### src/rtl/core/ecfb_pkg.sv
// ----------------------------------------------------------------------------
// ecfb_pkg
// Types, wire constants and byte functions shared by the escaped frame builder
// ----------------------------------------------------------------------------
`default_nettype none

package ecfb_pkg;

	localparam logic [7:0] FLAG_OPEN  = 8'hDF;
	localparam logic [7:0] FLAG_CLOSE = 8'hFD;
	localparam logic [7:0] ESC_OPEN   = 8'hDE;
	localparam logic [7:0] ESC_CLOSE  = 8'hFC;
	localparam logic [7:0] ESC_ONE    = 8'h01;
	localparam logic [7:0] ESC_ZERO   = 8'h00;
	localparam logic [15:0] CRC_INIT  = 16'hFFFF;
	localparam logic [15:0] CRC_POLY  = 16'hA001;

	localparam logic KIND_START   = 1'b0;
	localparam logic KIND_PAYLOAD = 1'b1;

	localparam logic [1:0] STATUS_OK      = 2'd0;
	localparam logic [1:0] STATUS_STRAY   = 2'd1;
	localparam logic [1:0] STATUS_ABANDON = 2'd2;

	typedef struct packed {
		logic        kind;
		logic [7:0]  sub_command;
		logic [15:0] payload_length;
		logic [7:0]  data_byte;
	} item_t;

	typedef struct packed {
		logic [7:0] out_byte;
		logic       byte_valid;
		logic       run_last;
		logic       frame_end;
		logic [1:0] status;
	} res_t;

	// reflected crc-16, one byte per call
	function automatic logic [15:0] crc_update(input logic [15:0] crc, input logic [7:0] b);
		logic [15:0] c;
		c = crc ^ {8'h00, b};
		for (int k = 0; k < 8; k++) begin
			if (c[0]) begin
				c = (c >> 1) ^ CRC_POLY;
			end else begin
				c = c >> 1;
			end
		end
		return c;
	endfunction

	function automatic logic is_special(input logic [7:0] b);
		return (b == FLAG_OPEN) || (b == ESC_OPEN) || (b == FLAG_CLOSE) || (b == ESC_CLOSE);
	endfunction

	function automatic logic [7:0] esc_prefix(input logic [7:0] b);
		return ((b == FLAG_OPEN) || (b == ESC_OPEN)) ? ESC_OPEN : ESC_CLOSE;
	endfunction

	function automatic logic [7:0] esc_suffix(input logic [7:0] b);
		return ((b == FLAG_OPEN) || (b == FLAG_CLOSE)) ? ESC_ONE : ESC_ZERO;
	endfunction

endpackage

`default_nettype wire

### src/rtl/core/escaped_crc_frame_builder.sv
// ----------------------------------------------------------------------------
// escaped_crc_frame_builder
// Byte-stuffed transmit frame builder with crc-16/modbus trailer
// ----------------------------------------------------------------------------
// path: the input item is registered, then each wire byte passes through the two-entry output buffer
// throughput: one wire byte per cycle from the sequencer while the output buffer has
//   room; an item causes 1-2 results for a payload byte, 7-11 for a start, and
//   3-5 more where the crc trailer and closing flag follow
// reset: arst_n clears the open frame, crc to 0xffff and top_command to 0
`default_nettype none

module escaped_crc_frame_builder (
	input  wire logic        clk,
	input  wire logic        arst_n,
	input  wire logic        s_axis_tvalid,
	output logic             s_axis_tready,
	input  wire logic [31:0] s_axis_tdata,  // sub_command, payload_length, data_byte
	input  wire logic        s_axis_tuser,  // kind
	output logic             m_axis_tvalid,
	input  wire logic        m_axis_tready,
	output logic [7:0]       m_axis_tdata,  // out_byte
	output logic             m_axis_tlast,  // run_last
	output logic [3:0]       m_axis_tuser,  // byte_valid, frame_end, status
	input  wire logic        cfg_valid,
	output logic             cfg_ready,
	input  wire logic [7:0]  cfg_data
);

	ecfb_pkg::item_t item_s1;
	logic            valid_s1;
	logic [7:0]      top_command_q;
	ecfb_pkg::res_t  seq_res, out_res;
	logic            emit, item_done, buf_ready;

	assign cfg_ready     = 1'b1;
	assign s_axis_tready = !valid_s1 || item_done;

	always_ff @(posedge clk or negedge arst_n) begin
		if (!arst_n) begin
			top_command_q <= 8'h00;
		end else if (cfg_valid && cfg_ready) begin
			top_command_q <= cfg_data;
		end
	end

	always_ff @(posedge clk or negedge arst_n) begin
		if (!arst_n) begin
			valid_s1 <= 1'b0;
		end else if (s_axis_tready) begin
			valid_s1 <= s_axis_tvalid;
		end
	end

	always_ff @(posedge clk) begin
		if (s_axis_tvalid && s_axis_tready) begin
			item_s1.kind           <= s_axis_tuser;
			item_s1.sub_command    <= s_axis_tdata[7:0];
			item_s1.payload_length <= s_axis_tdata[23:8];
			item_s1.data_byte      <= s_axis_tdata[31:24];
		end
	end

	ecfb_seq u_seq (
		.clk         (clk),
		.arst_n      (arst_n),
		.item        (item_s1),
		.item_valid  (valid_s1),
		.top_command (top_command_q),
		.emit_ready  (buf_ready),
		.res         (seq_res),
		.emit        (emit),
		.item_done   (item_done)
	);

	ecfb_out_buf u_out_buf (
		.clk       (clk),
		.arst_n    (arst_n),
		.in_valid  (emit),
		.in_ready  (buf_ready),
		.in_res    (seq_res),
		.out_valid (m_axis_tvalid),
		.out_ready (m_axis_tready),
		.out_res   (out_res)
	);

	assign m_axis_tdata = out_res.out_byte;
	assign m_axis_tlast = out_res.run_last;
	assign m_axis_tuser = {out_res.status, out_res.frame_end, out_res.byte_valid};

endmodule

`default_nettype wire

### src/rtl/core/ecfb_seq.sv
// ----------------------------------------------------------------------------
// ecfb_seq
// Frame sequencer: while the output buffer has room, turns the held item into wire bytes, one per cycle
// ----------------------------------------------------------------------------
`default_nettype none

module ecfb_seq (
	input  wire logic             clk,
	input  wire logic             arst_n,
	input  wire ecfb_pkg::item_t  item,
	input  wire logic             item_valid,
	input  wire logic [7:0]       top_command,
	input  wire logic             emit_ready,
	output ecfb_pkg::res_t        res,
	output logic                  emit,
	output logic                  item_done
);

	typedef enum logic [3:0] {
		ST_FLAG, ST_H0, ST_H1, ST_H2, ST_H3, ST_H4, ST_H5,
		ST_DATA, ST_CRC_HI, ST_CRC_LO, ST_CLOSE, ST_STRAY
	} step_t;

	step_t       step_q, init_step, cur_step, next_step;
	logic        fresh_q, esc_q, frame_open_q;
	logic [15:0] crc_q, bytes_left_q;
	logic [1:0]  status_q, init_status, cur_status;
	logic [7:0]  unit_byte, wire_byte;
	logic        counted, escable, need_esc, unit_done, item_end;

	always_comb begin
		if (item.kind == ecfb_pkg::KIND_START) begin
			init_step   = ST_FLAG;
			init_status = frame_open_q ? ecfb_pkg::STATUS_ABANDON : ecfb_pkg::STATUS_OK;
		end else if (frame_open_q) begin
			init_step   = ST_DATA;
			init_status = ecfb_pkg::STATUS_OK;
		end else begin
			init_step   = ST_STRAY;
			init_status = ecfb_pkg::STATUS_STRAY;
		end
		cur_step   = fresh_q ? init_step : step_q;
		cur_status = fresh_q ? init_status : status_q;
	end

	always_comb begin
		unit_byte = ecfb_pkg::ESC_ZERO;
		counted   = 1'b0;
		escable   = 1'b0;
		next_step = ST_FLAG;
		item_end  = 1'b0;
		case (cur_step)
			ST_FLAG: begin
				unit_byte = ecfb_pkg::FLAG_OPEN;
				next_step = ST_H0;
			end
			ST_H0: begin
				unit_byte = item.payload_length[15:8];
				counted   = 1'b1;
				next_step = ST_H1;
			end
			ST_H1: begin
				unit_byte = item.payload_length[7:0];
				counted   = 1'b1;
				next_step = ST_H2;
			end
			ST_H2: begin
				counted   = 1'b1;
				next_step = ST_H3;
			end
			ST_H3: begin
				counted   = 1'b1;
				next_step = ST_H4;
			end
			ST_H4: begin
				unit_byte = top_command;
				counted   = 1'b1;
				next_step = ST_H5;
			end
			ST_H5: begin
				unit_byte = item.sub_command;
				counted   = 1'b1;
				next_step = ST_CRC_HI;
				item_end  = (bytes_left_q != 16'd0);
			end
			ST_DATA: begin
				unit_byte = item.data_byte;
				counted   = 1'b1;
				next_step = ST_CRC_HI;
				item_end  = (bytes_left_q != 16'd1);
			end
			ST_CRC_HI: begin
				unit_byte = crc_q[15:8];
				escable   = 1'b1;
				next_step = ST_CRC_LO;
			end
			ST_CRC_LO: begin
				unit_byte = crc_q[7:0];
				escable   = 1'b1;
				next_step = ST_CLOSE;
			end
			ST_CLOSE: begin
				unit_byte = ecfb_pkg::FLAG_CLOSE;
				item_end  = 1'b1;
			end
			ST_STRAY: begin
				item_end  = 1'b1;
			end
			default: begin
				item_end  = 1'b1;
			end
		endcase
	end

	always_comb begin
		need_esc  = (counted || escable) && ecfb_pkg::is_special(unit_byte);
		unit_done = !need_esc || esc_q;
		if (esc_q) begin
			wire_byte = ecfb_pkg::esc_suffix(unit_byte);
		end else if (need_esc) begin
			wire_byte = ecfb_pkg::esc_prefix(unit_byte);
		end else begin
			wire_byte = unit_byte;
		end
		emit           = item_valid && emit_ready;
		res.out_byte   = wire_byte;
		res.byte_valid = (cur_step != ST_STRAY);
		res.run_last   = unit_done && item_end;
		res.frame_end  = (cur_step == ST_CLOSE);
		res.status     = cur_status;
		item_done      = emit && res.run_last;
	end

	always_ff @(posedge clk or negedge arst_n) begin
		if (!arst_n) begin
			step_q       <= ST_FLAG;
			fresh_q      <= 1'b1;
			esc_q        <= 1'b0;
			frame_open_q <= 1'b0;
			crc_q        <= ecfb_pkg::CRC_INIT;
			bytes_left_q <= 16'd0;
			status_q     <= ecfb_pkg::STATUS_OK;
		end else if (emit) begin
			fresh_q <= item_done;
			esc_q   <= !unit_done;
			// hold the step across the escape suffix, also on an item's first byte
			if (unit_done) begin
				step_q <= next_step;
			end else begin
				step_q <= cur_step;
			end
			if (fresh_q) begin
				status_q <= init_status;
			end
			if (cur_step == ST_FLAG) begin
				crc_q        <= ecfb_pkg::CRC_INIT;
				bytes_left_q <= item.payload_length;
				frame_open_q <= 1'b1;
			end
			// crc takes the unescaped byte on its first wire byte
			if (counted && !esc_q) begin
				crc_q <= ecfb_pkg::crc_update(crc_q, unit_byte);
			end
			if (cur_step == ST_DATA && unit_done) begin
				bytes_left_q <= bytes_left_q - 16'd1;
			end
			if (cur_step == ST_CLOSE) begin
				frame_open_q <= 1'b0;
				bytes_left_q <= 16'd0;
			end
		end
	end

endmodule

`default_nettype wire

### src/rtl/core/ecfb_out_buf.sv
// ----------------------------------------------------------------------------
// ecfb_out_buf
// Two-entry result buffer between the sequencer and the output stream
// ----------------------------------------------------------------------------
`default_nettype none

module ecfb_out_buf (
	input  wire logic            clk,
	input  wire logic            arst_n,
	input  wire logic            in_valid,
	output logic                 in_ready,
	input  wire ecfb_pkg::res_t  in_res,
	output logic                 out_valid,
	input  wire logic            out_ready,
	output ecfb_pkg::res_t       out_res
);

	ecfb_pkg::res_t entry_q [2];
	logic           wr_ptr_q, rd_ptr_q;
	logic [1:0]     count_q;
	logic           push, pop;

	assign in_ready  = (count_q != 2'd2);
	assign out_valid = (count_q != 2'd0);
	assign out_res   = entry_q[rd_ptr_q];
	assign push      = in_valid && in_ready;
	assign pop       = out_valid && out_ready;

	always_ff @(posedge clk) begin
		if (push) begin
			entry_q[wr_ptr_q] <= in_res;
		end
	end

	always_ff @(posedge clk or negedge arst_n) begin
		if (!arst_n) begin
			wr_ptr_q <= 1'b0;
			rd_ptr_q <= 1'b0;
			count_q  <= 2'd0;
		end else begin
			if (push) begin
				wr_ptr_q <= !wr_ptr_q;
			end
			if (pop) begin
				rd_ptr_q <= !rd_ptr_q;
			end
			count_q <= count_q + {1'b0, push} - {1'b0, pop};
		end
	end

endmodule

`default_nettype wire
### config.mk
export PLATFORM = sky130hd
export DESIGN_NAME = escaped_crc_frame_builder
export DESIGN_NICKNAME = d
export VERILOG_FILES = /design/src/rtl/core/ecfb_pkg.sv /design/src/rtl/core/escaped_crc_frame_builder.sv /design/src/rtl/core/ecfb_seq.sv /design/src/rtl/core/ecfb_out_buf.sv
export SDC_FILE = /design/constraint.sdc
export NUM_CORES = 1
export LEC_CHECK = 0
export ABC_CLOCK_PERIOD_IN_PS = 4600
export BUFFER_PORTS_ARGS = -buffer_cell sky130_fd_sc_hd__buf_2
export CAP_MARGIN = 20
export CELL_PAD_IN_SITES_DETAIL_PLACEMENT = 2
export CELL_PAD_IN_SITES_GLOBAL_PLACEMENT = 2
export CORE_UTILIZATION = 40
export CTS_BUF_LIST = sky130_fd_sc_hd__clkbuf_8 sky130_fd_sc_hd__clkbuf_16
export DETAILED_ROUTE_END_ITERATION = 8
export HOLD_SLACK_MARGIN = 0.12
export PLACE_DENSITY = 0.93
export SYNTH_ARGS = -nofsm -noshare
export SYNTH_HDL_FRONTEND = slang
export SYNTH_SLANG_ARGS = --single-unit
### constraint.sdc
create_clock -name clk -period 4.6 [get_ports clk]
set_input_delay 0.46 -clock clk [delete_from_list [all_inputs] [get_ports clk]]
set_output_delay 0.46 -clock clk [all_outputs]
set_load 0.01 [all_outputs]
==> run_results.csv <==
group,metric,value,unit
status,outcome,"finished clean",
global_routing,gr-usage-all-layers,27.8,%
global_routing,grt-ovfl-total,0,
synth,synth_seq_area_share,53.2,%
power,powerDensity,1010,nW/um^2
routing,drcViolationCount,0,
floorplanning,io_pins,62,
floorplanning,die_y,124,um
clocking,cts_setup_buffers,0,
routing,met2_wirelength,9920,um
routing,wl_met1,8440,um
cells_and_area,final_cells,778,
worst_setup_path,r2r_end,"u_seq.bytes_left_q[14]$_DFFE_PN0P_",
worst_setup_path,critPathMaxFanout,24,
timing,finalHoldViolCount,0,
floorplanning,die_area,15300,sq um
job,maxCapViolations,0,
global_routing,grt_pass1_vias,5101,
synth,ys_types,84,
worst_setup_path,r2r_cells,9,
power,finalPower,7.08,mW
floorplanning,row_count,44,
place,dp.cells,742,
synth,syn_inst,516,
worst_hold_path,hp-class,"primary input to flip-flop",
power,ir_worst_vdd,0.423,mV
routing,drt_iter0_markers,232,
synth,synth_edf_count,59,
global_routing,grt_max_degree,37,
routing,num_vias,4655,
cells_and_area,finish.utilization,48.4,%
routing,wl_met3,894,um
routing,highest_layer,"met4",
timing,rsz0062_at_grt,"false",
timing,period_needed,4.33,ns
clocking,h-tree-depth,4,
clocking,clk_latency,0.42,ns
floorplanning,start_util,40.8,%
timing,setup_viol,0,
timing,tns,0,ns
place,post-place-ws,0.515,ns
worst_setup_path,worstReg2RegStart,"u_seq.step_q[2]$_DFFE_PN0P_",
worst_setup_path,cp.arrival,3.87,ns
worst_hold_path,hold_end,"item_s1[7]$_DFFE_PP_",
place,io_buffer_count,60,
cells_and_area,num-fill-cells,1435,
clocking,cts_root_buf,"clkbuf_16",
routing,drtPass1Iterations,5,
cells_and_area,post-route-cell-area,7010,sq um
clocking,cts_tree,"done",
synth,ys_warn_count,0,
floorplanning,core-area,14500,sq um
timing,max_slew_margin,37.0,%
routing,antenna_left,0,
worst_hold_path,hold_depth,1,
timing,fin_ws,0.272,ns
clocking,cts_buffers,17,
synth,avgSynthCellArea,11.5,sq um
routing,wl,19800,um
cells_and_area,layout-drive-gt1-share,28.5,%
synth,async_reset_ff_share,47.8,%
global_routing,grt_first_pass_wirelength,30500,um
synth,ys_ff_latch,113,
floorplanning,dieWidth,124,um
timing,skew,0.0108,ns
worst_setup_path,cp-end-kind,"primary output",
timing,fin_crit_sh,94.1,%
routing,viasPerCell,5.98,
synth,synth_area_leaders,"edfxtp_1, dfrtp_1, dfstp_2, mux2_2, o21ai_0",
timing,slew_viol_final,0,
synth,synth.cell_area,5910,sq um
routing,wl_per_cell,25.5,um
clocking,clock_sinks,113,
global_routing,antenna_found_initial,0,
worst_setup_path,reg2reg_slack,0.57,ns
cells_and_area,nets,631,
synth,ys.flop_type,"edfxtp_1",
synth,yosysTopAreaCellShare,30.0,%
cells_and_area,syn_to_final_growth,18.5,%
clocking,path_clk_slew,0.05,ns
place,dpl-instance-area,6360,sq um
timing,hold_ws,0.211,ns
timing,worst_slew_pin_slew,0.945,ns
place,dp_hpwl,13700,um
place,place_congestion,0.944,
worst_hold_path,min-delay-start,"s_axis_tdata[31]",
worst_setup_path,cp-start-kind,"flip-flop",
timing,fmax,0.231,GHz
worst_setup_path,criticalPathCategory,"flip-flop to primary output",
clocking,cts_buffer_depth,2,
synth,synth_top_area_cell,"edfxtp_1",
power,leakage,2.84,nW
cells_and_area,diodes,0,
synth,synthesis.nets,566,
worst_setup_path,worstPathRequired,4.14,ns
sequential cells by signal, summed over array words and instances (netlist names), 2 cells and up:
name	flops
u_seq.step_q	4
u_seq.bytes_left_q	16
u_out_buf.count_q	2
item_s1	33
u_seq.crc_q	16
u_out_buf.entry_q	26
top_command_q	8
u_seq.status_q	2
synth_stat cells, types with 3 or more instances:
cell	number
nand2_2	3
xor2_1	4
or3_1	3
xnor2_1	17
o21ai_1	8
a221o_1	4
a21oi_2	3
nor2_1	38
nor4_1	6
buf_6	6
nor3_1	14
nand2_1	35
o21ai_0	32
a211oi_1	5
a21o_1	4
and3b_1	3
o22a_1	7
a31oi_1	4
nand4_1	4
and3_1	5
or3b_1	3
and2_1	5
o22ai_1	5
edfxtp_1	59
nand2b_1	5
dfrtp_1	37
dfstp_2	17
o211ai_1	12
inv_1	14
ha_1	4
mux2_2	25
a22oi_1	4
clkbuf_1	11
a21oi_1	24
buf_2	7
mux2i_1	15
nand3_1	7
cells by family (layout without fill, tap and decap cells):
| kind of cell | after synthesis | in the layout | share of synthesized area (%) |
|---|---|---|---|
| other | 1 | 1 | 0.0634 |
| muxes | 41 | 41 | 7.49 |
| and+or+nand+nor | 156 | 156 | 14.8 |
| buffers and inverters | 43 | 121 | 3.96 |
| adders and majority gates | 5 | 5 | 1.02 |
| DFF | 113 | 113 | 53.2 |
| AOI/OAI and AO/OA | 132 | 132 | 15.1 |
| xor gates and xnor gates | 25 | 25 | 4.46 |
metal layers:
metal  vias to the layer above  track usage, %
li1                       2068               -
met1                      2365            35.5
met2                       179            46.0
met3                        43            4.53
met4                         0            13.3
met5                         -               0
critical path, cell delays in order, from the launching register on:
cell	delay (ns)
dfrtp_1	0.95
or3b_1	0.55
a22oi_4	0.37
a21oi_1	0.12
o211a_1	0.27
xor2_1	0.25
nand4_2	0.28
nand2_1	0.25
o21ai_0	0.16
buf_2	0.22
how the worst max path moves through the flow:
stage,slack [ns],endpoint,cells after the start,startpoint
2_1_floorplan,0.96,item_s1[0]$_DFFE_PP_,11,u_seq.step_q[2]$_DFFE_PN0P_
3_3_place_gp,0.80,item_s1[5]$_DFFE_PP_,12,u_seq.fresh_q$_DFFE_PN1P_
3_5_place_dp,0.52,item_s1[26]$_DFFE_PP_,12,u_seq.fresh_q$_DFFE_PN1P_
4_1_cts,0.06,s_axis_tready,11,u_seq.fresh_q$_DFFE_PN1P_
5_1_grt,0.17,s_axis_tready,11,u_seq.fresh_q$_DFFE_PN1P_
6_report,0.27,s_axis_tready,9,u_seq.step_q[2]$_DFFE_PN0P_
placed cells by master (no fill, tap or decap), types with 17 or more instances in the layout:
| cell type | netlist | layout |
|---|---|---|
| nor2_1 | 38 | 38 |
| a21oi_1 | 24 | 23 |
| o21ai_0 | 32 | 32 |
| dfrtp_1 | 37 | 37 |
| buf_2 | 7 | 60 |
| mux2_2 | 25 | 25 |
| xnor2_1 | 17 | 17 |
| clkbuf_16 | 0 | 17 |
| edfxtp_1 | 59 | 59 |
| nand2_1 | 35 | 35 |
power by group:
group	switching, mW	total [mW]	internal, mW	leakage, nW
Clock	0.471	1.38	0.907	0.309
Sequential	0.410	2.09	1.69	1.17
Combinational	2.11	3.60	1.49	1.36
layout make-up:
class	instances	area, sq um	area share (%)
sequential	113	3150	44.9
inverter	16	60.1	0.857
clock buffer	18	439	6.27
clock inverter	14	171	2.45
timing repair buffer	73	413	5.89
multi-input combinational	360	2550	36.3
tap	184	230	3.29
repair_timing:
| action | in CTS | in global routing |
|---|---|---|
| setup endpoints to repair | 0 | 1 |
| hold buffers | 1 | 0 |
| gates resized for setup | 0 | 2 |
| endpoints found under the hold margin | 8 | 0 |
(Power assumes the default switching activity.)
